[config.mk]
export PLATFORM = sky130hd
export DESIGN_NAME = rlsc_controller
export DESIGN_NICKNAME = d
export VERILOG_FILES = /design/src/sv/rlsc_pkg.sv /design/src/sv/rlsc_controller.sv
export SDC_FILE = /design/constraint.sdc
export NUM_CORES = 1
export LEC_CHECK = 0
export ABC_AREA = 1
export ABC_CLOCK_PERIOD_IN_PS = 2710
export BUFFER_PORTS_ARGS = -buffer_cell sky130_fd_sc_hd__buf_2
export CAP_MARGIN = 0
export CORE_AREA = 3 3 40 42
export DETAILED_ROUTE_END_ITERATION = 12
export DIE_AREA = 0 0 43 45
export GPL_TIMING_DRIVEN = 0
export HOLD_SLACK_MARGIN = 0.06
export PLACE_DENSITY = 0.6
export SLEW_MARGIN = 20
export SYNTH_ARGS = -nofsm -noshare
export SYNTH_HDL_FRONTEND = slang
export SYNTH_SLANG_ARGS = --single-unit
[constraint.sdc]
create_clock -name clk -period 2.71 [get_ports clk]
set_input_delay 0.1355 -clock clk [delete_from_list [all_inputs] [get_ports clk]]
set_output_delay 0.1355 -clock clk [all_outputs]
set_load 0.05 [all_outputs]
[src/sv/rlsc_pkg.sv]
`default_nettype none

package rlsc_pkg;

	// Run store geometry.
	localparam int RUN_DEPTH = 1024;
	localparam int ADDR_W    = $clog2(RUN_DEPTH);
	localparam int PTR_W     = $clog2(RUN_DEPTH + 1);

	// Field widths.
	localparam int WORD_W  = 32;
	localparam int TOTAL_W = WORD_W + 1;

	// Operation codes of the mode field.
	typedef enum logic [1:0] {
		MODE_PUSH = 2'd0,
		MODE_POP  = 2'd1,
		MODE_TOP  = 2'd2,
		MODE_SIZE = 2'd3
	} mode_t;

	// Result status codes.
	typedef enum logic [2:0] {
		ST_OK       = 3'd0,
		ST_DATA     = 3'd1,
		ST_FULL     = 3'd2,
		ST_EMPTY    = 3'd3,
		ST_STOPPED  = 3'd4,
		ST_OVERFLOW = 3'd5
	} status_t;

	// Datapath operations issued by the controller.
	typedef enum logic [2:0] {
		OP_NONE,
		OP_MERGE,
		OP_NEW_RUN,
		OP_POP_TOTAL,
		OP_SHORTEN,
		OP_DROP
	} dp_op_t;

	// Source of the result data word.
	typedef enum logic [1:0] {
		SEL_ZERO,
		SEL_TOP,
		SEL_SIZE
	} data_sel_t;

	// Commands from the controller to the datapath.
	typedef struct packed {
		logic      load;
		dp_op_t    op;
		logic      halt;
		logic      done;
		status_t   status;
		data_sel_t data_sel;
	} ctl_cmd_t;

	// Status from the datapath to the controller.
	typedef struct packed {
		logic  halted;
		mode_t mode;
		logic  over_cap;
		logic  match_top;
		logic  store_full;
		logic  pop_too_many;
		logic  count_zero;
		logic  stack_empty;
		logic  cnt_gt_left;
		logic  last_drop;
	} dp_stat_t;

endpackage

`default_nettype wire

[src/sv/rlsc_controller.sv]
`default_nettype none

module rlsc_controller import rlsc_pkg::*; (
	input  wire logic     clk,
	input  wire logic     arst_n,
	input  wire logic     start,
	input  wire dp_stat_t stat,
	output ctl_cmd_t      cmd,
	output logic          busy
);

	typedef enum logic [1:0] {
		S_IDLE,
		S_EXEC,
		S_WALK
	} state_t;

	state_t state_q;
	state_t state_d;

	assign busy = state_q != S_IDLE;

	// Command decode per state.
	always_comb begin
		state_d      = state_q;
		cmd.load     = 1'b0;
		cmd.op       = OP_NONE;
		cmd.halt     = 1'b0;
		cmd.done     = 1'b0;
		cmd.status   = ST_OK;
		cmd.data_sel = SEL_ZERO;
		unique case (state_q)
			S_IDLE: begin
				if (start) begin
					cmd.load = 1'b1;
					state_d  = S_EXEC;
				end
			end
			S_EXEC: begin
				cmd.done = 1'b1;
				state_d  = S_IDLE;
				if (stat.halted) begin
					cmd.status = ST_STOPPED;
				end else begin
					unique case (stat.mode)
						MODE_PUSH: begin
							priority if (stat.over_cap) begin
								cmd.halt   = 1'b1;
								cmd.status = ST_FULL;
							end else if (stat.match_top) begin
								cmd.op = OP_MERGE;
							end else if (stat.store_full) begin
								cmd.halt   = 1'b1;
								cmd.status = ST_OVERFLOW;
							end else begin
								cmd.op = OP_NEW_RUN;
							end
						end
						MODE_POP: begin
							priority if (stat.pop_too_many) begin
								cmd.halt   = 1'b1;
								cmd.status = ST_EMPTY;
							end else if (!stat.count_zero) begin
								// Take the count off the total now; the walk trims the runs.
								cmd.op   = OP_POP_TOTAL;
								cmd.done = 1'b0;
								state_d  = S_WALK;
							end else begin
								cmd.status = ST_OK;
							end
						end
						MODE_TOP: begin
							if (stat.stack_empty) begin
								cmd.halt   = 1'b1;
								cmd.status = ST_EMPTY;
							end else begin
								cmd.status   = ST_DATA;
								cmd.data_sel = SEL_TOP;
							end
						end
						MODE_SIZE: begin
							cmd.status   = ST_DATA;
							cmd.data_sel = SEL_SIZE;
						end
						default: begin
							cmd.status = ST_OK;
						end
					endcase
				end
			end
			S_WALK: begin
				// One run per cycle: shorten the top run or drop it whole.
				if (stat.cnt_gt_left) begin
					cmd.op   = OP_SHORTEN;
					cmd.done = 1'b1;
					state_d  = S_IDLE;
				end else begin
					cmd.op = OP_DROP;
					if (stat.last_drop) begin
						cmd.done = 1'b1;
						state_d  = S_IDLE;
					end
				end
			end
			default: begin
				state_d = S_IDLE;
			end
		endcase
	end

	always_ff @(posedge clk or negedge arst_n) begin
		if (!arst_n) begin
			state_q <= S_IDLE;
		end else begin
			state_q <= state_d;
		end
	end

endmodule

`default_nettype wire

==> out/summary.txt <==
worst min-delay path class - primary input to async pin
Peak VDD IR - 456.1 µV
RSZ-0062 raised after global routing - no
Total GRT Usage - 11.57%
#FFs+latches synth - 2
final core utilization - 43.14%
worst reg2reg path depth - 6
crit-path max FO - 4
Placeable Area - 1285 µm²
max FFs per register - 2
Reg-to-Reg End - state_q[1]
CP endpoint kind - primary output
IO Pins - 26
status - finished clean
Setup Skew - 0.002530 ns
Slew headroom - 83.70%
detailed-placement wirelength estimate - 826.6 µm
Max Slew Vio Count - 0
syn_nets - 83
Std-Cell Rows - 13
first-pass GRT wire length - 1.676 mm
I/O Buffers - 25
starting density of the core - 29.41%
layout cells sized above 1 - 39.36%
top cell type's share of synthesized area - 13.91%
Yosys cell types - 18
post-route ant nets - 0
Final Instance Area - 554.3 µm²
setup_tns - 0 ns
Arr. time, crit path - 1.65 ns
Synth Area in Compound Gates - 11.92%
Final Wtd Congestion - 0.8177
crit share post-route - 65.80%
Syn Inst Count - 65
overall overflow remaining after global route - 0
Clock Latency Late Sink - 0.22 ns
commonest non-fill, non-tap cell in the layout - buf_2
pwr dens - 715.4 nW/µm²
cell area after synthesis - 377.9 µm²
Worst Setup Start Kind - flip-flop
clk sinks - 2
global routing met1 resource utilization - 12.29%
YS warnings - 0
largest net degree at the start of global routing - 7
initial antenna violation count - 0
post-synthesis simple-gate area fraction - 50.66%
Final Critical Period - 1.783 ns
Biggest register - state_q
WL per Instance - 8.872 µm
Largest regs - state_q: 2 flops
GR Layer Usage met3 - 3.187%
worst slew pin tran - 0.2429 ns
CTS Buf Count - 3
Critical R2R Launch - state_q[1]
Die Span X - 43 µm
starting DRC count in detailed routing - 1
DP Area - 521.8 µm²
most frequent cells in the layout - buf_2, nand2_1, nor2_1
fmax - 560.8 MHz
DR pass1 iterations - 4
Synth Area in XOR/XNOR - 0%
adder and majority cell fraction of the synthesized area - 13.25%
synth top area cells - nand2_1, dfrtp_1, ha_1
clock slew at reported path FFs - 0.03 ns
Critical Path RT - 2.57 ns
DRT Wirelength - 967 µm
CTS tree - built
final setup fails - 0
die footprint - 1935 µm²
FF-to-FF setup slack - 1.48 ns
sequential area share after synthesis - 13.25%
leak pwr - 0.0003262 µW
area delta synth->final - 46.69%
mux cell area share after synthesis - 0%
Max-Cap Viols - 0
Most Crowded Layer GR - met2
final hold violations - 0
ant diodes - 0
via/cell ratio - 4.606
root buffer cell - clkbuf_4
Setup CP Type - flip-flop to primary output
met2 Usage GRT - 20.36%
area leader, netlist - nand2_1
main combinational cell family by area after synthesis - simple AND/OR/NAND/NOR gates
via count - 502
number of global-route vias before repair - 450
Die Ht - 45 µm
Post-Synthesis Mean Instance Area - 5.813 µm²
DRC viols - 0
nets@finish - 114
Max Buffers Root-to-Sink - 2
CTS H-tree depth - 1
-- report_power, final --
part,leakage [µW],switching [µW],internal (µW)
registers,0.0000258,6.61,38.5
clock network,0.0000138,17.2,48.9
logic,0.000287,213,72.6
total,0.000326,237,160
-- logic make-up (layout without fill, tap and decap cells) --
logic type	Yosys count	count (layout)
AND/OR/NAND/NOR	40	40
buffers and inverters	11	40
AO/OA/AOI/OAI	8	8
adder cells (fa/ha/maj)	4	4
flip-flops	2	2
-- cell usage after synthesis (all sizes together) --
library cell / n
nand3: 7
nor3: 1
ha: 4
nor4: 1
a21oi: 2
nor2: 14
nand2: 16
o21ai: 4
dfrtp: 2
nand3b: 1
inv: 11
a21boi: 1
a211oi: 1
-- worst max path at each step --
stage / startpoint / end / cells past startpoint / slack, ns
2_1_floorplan: state_q[1] / cmd[0] / 4 / 0.39
3_3_place_gp: state_q[1] / cmd[7] / 9 / 1.15
3_5_place_dp: state_q[1] / cmd[7] / 9 / 1.13
4_1_cts: state_q[1] / cmd[7] / 9 / 0.88
5_1_grt: state_q[1] / cmd[7] / 9 / 0.77
6_report: state_q[1] / cmd[7] / 9 / 0.93
-- critical path: stages (launching register included) --
cell and delay (ns):
dfrtp_1 0.40, inv_1 0.09, ha_1 0.18, inv_1 0.09
nor2_4 0.12, nand3_1 0.12, nand3_1 0.10, nand2_1 0.05
inv_1 0.04, buf_2 0.25
-- per-stage QoR --
| stage | power (µW) | worst slack [ns] | instances | hold WS (ns) |
|---|---|---|---|---|
| after floorplan | 265.3 | 0.3923 | 65 | -0.1601 |
| after global placement | 330.0 | 1.150 | 105 | -0.07973 |
| after detailed placement | 330.9 | 1.131 | 105 | -0.07797 |
| after CTS | 404.7 | 0.8839 | 109 | 0.2131 |
| after global routing | 429.1 | 0.7718 | 109 | 0.2388 |
| final | 396.6 | 0.9269 | 109 | 0.2194 |
-- final cells by class --
class,instances,area (µm²)
multi-input combinational,52,286.5
sequential,2,50.05
clock buffer,3,22.52
fill,148,730.7
inverter,11,41.29
timing repair buffer,26,135.1
tap,15,18.77
-- what timing repair did --
action / CTS / global route
buffers inserted: 0 / 0
hold buffers: 1 / 0
hold endpoints to repair: 2 / 0
setup endpoints to repair: 0 / 0
gates resized for setup: 0 / 0
-- per-layer routing --
layer | routed length (µm) | up-vias | share of wire [%]
met5 | 0 | - | 0
met4 | 0 | 0 | 0
met3 | 99 | 0 | 10
met2 | 486 | 21 | 50
met1 | 381 | 215 | 39
li1 | - | 266 | -
Note: power is estimated with default switching activity, not from simulation.
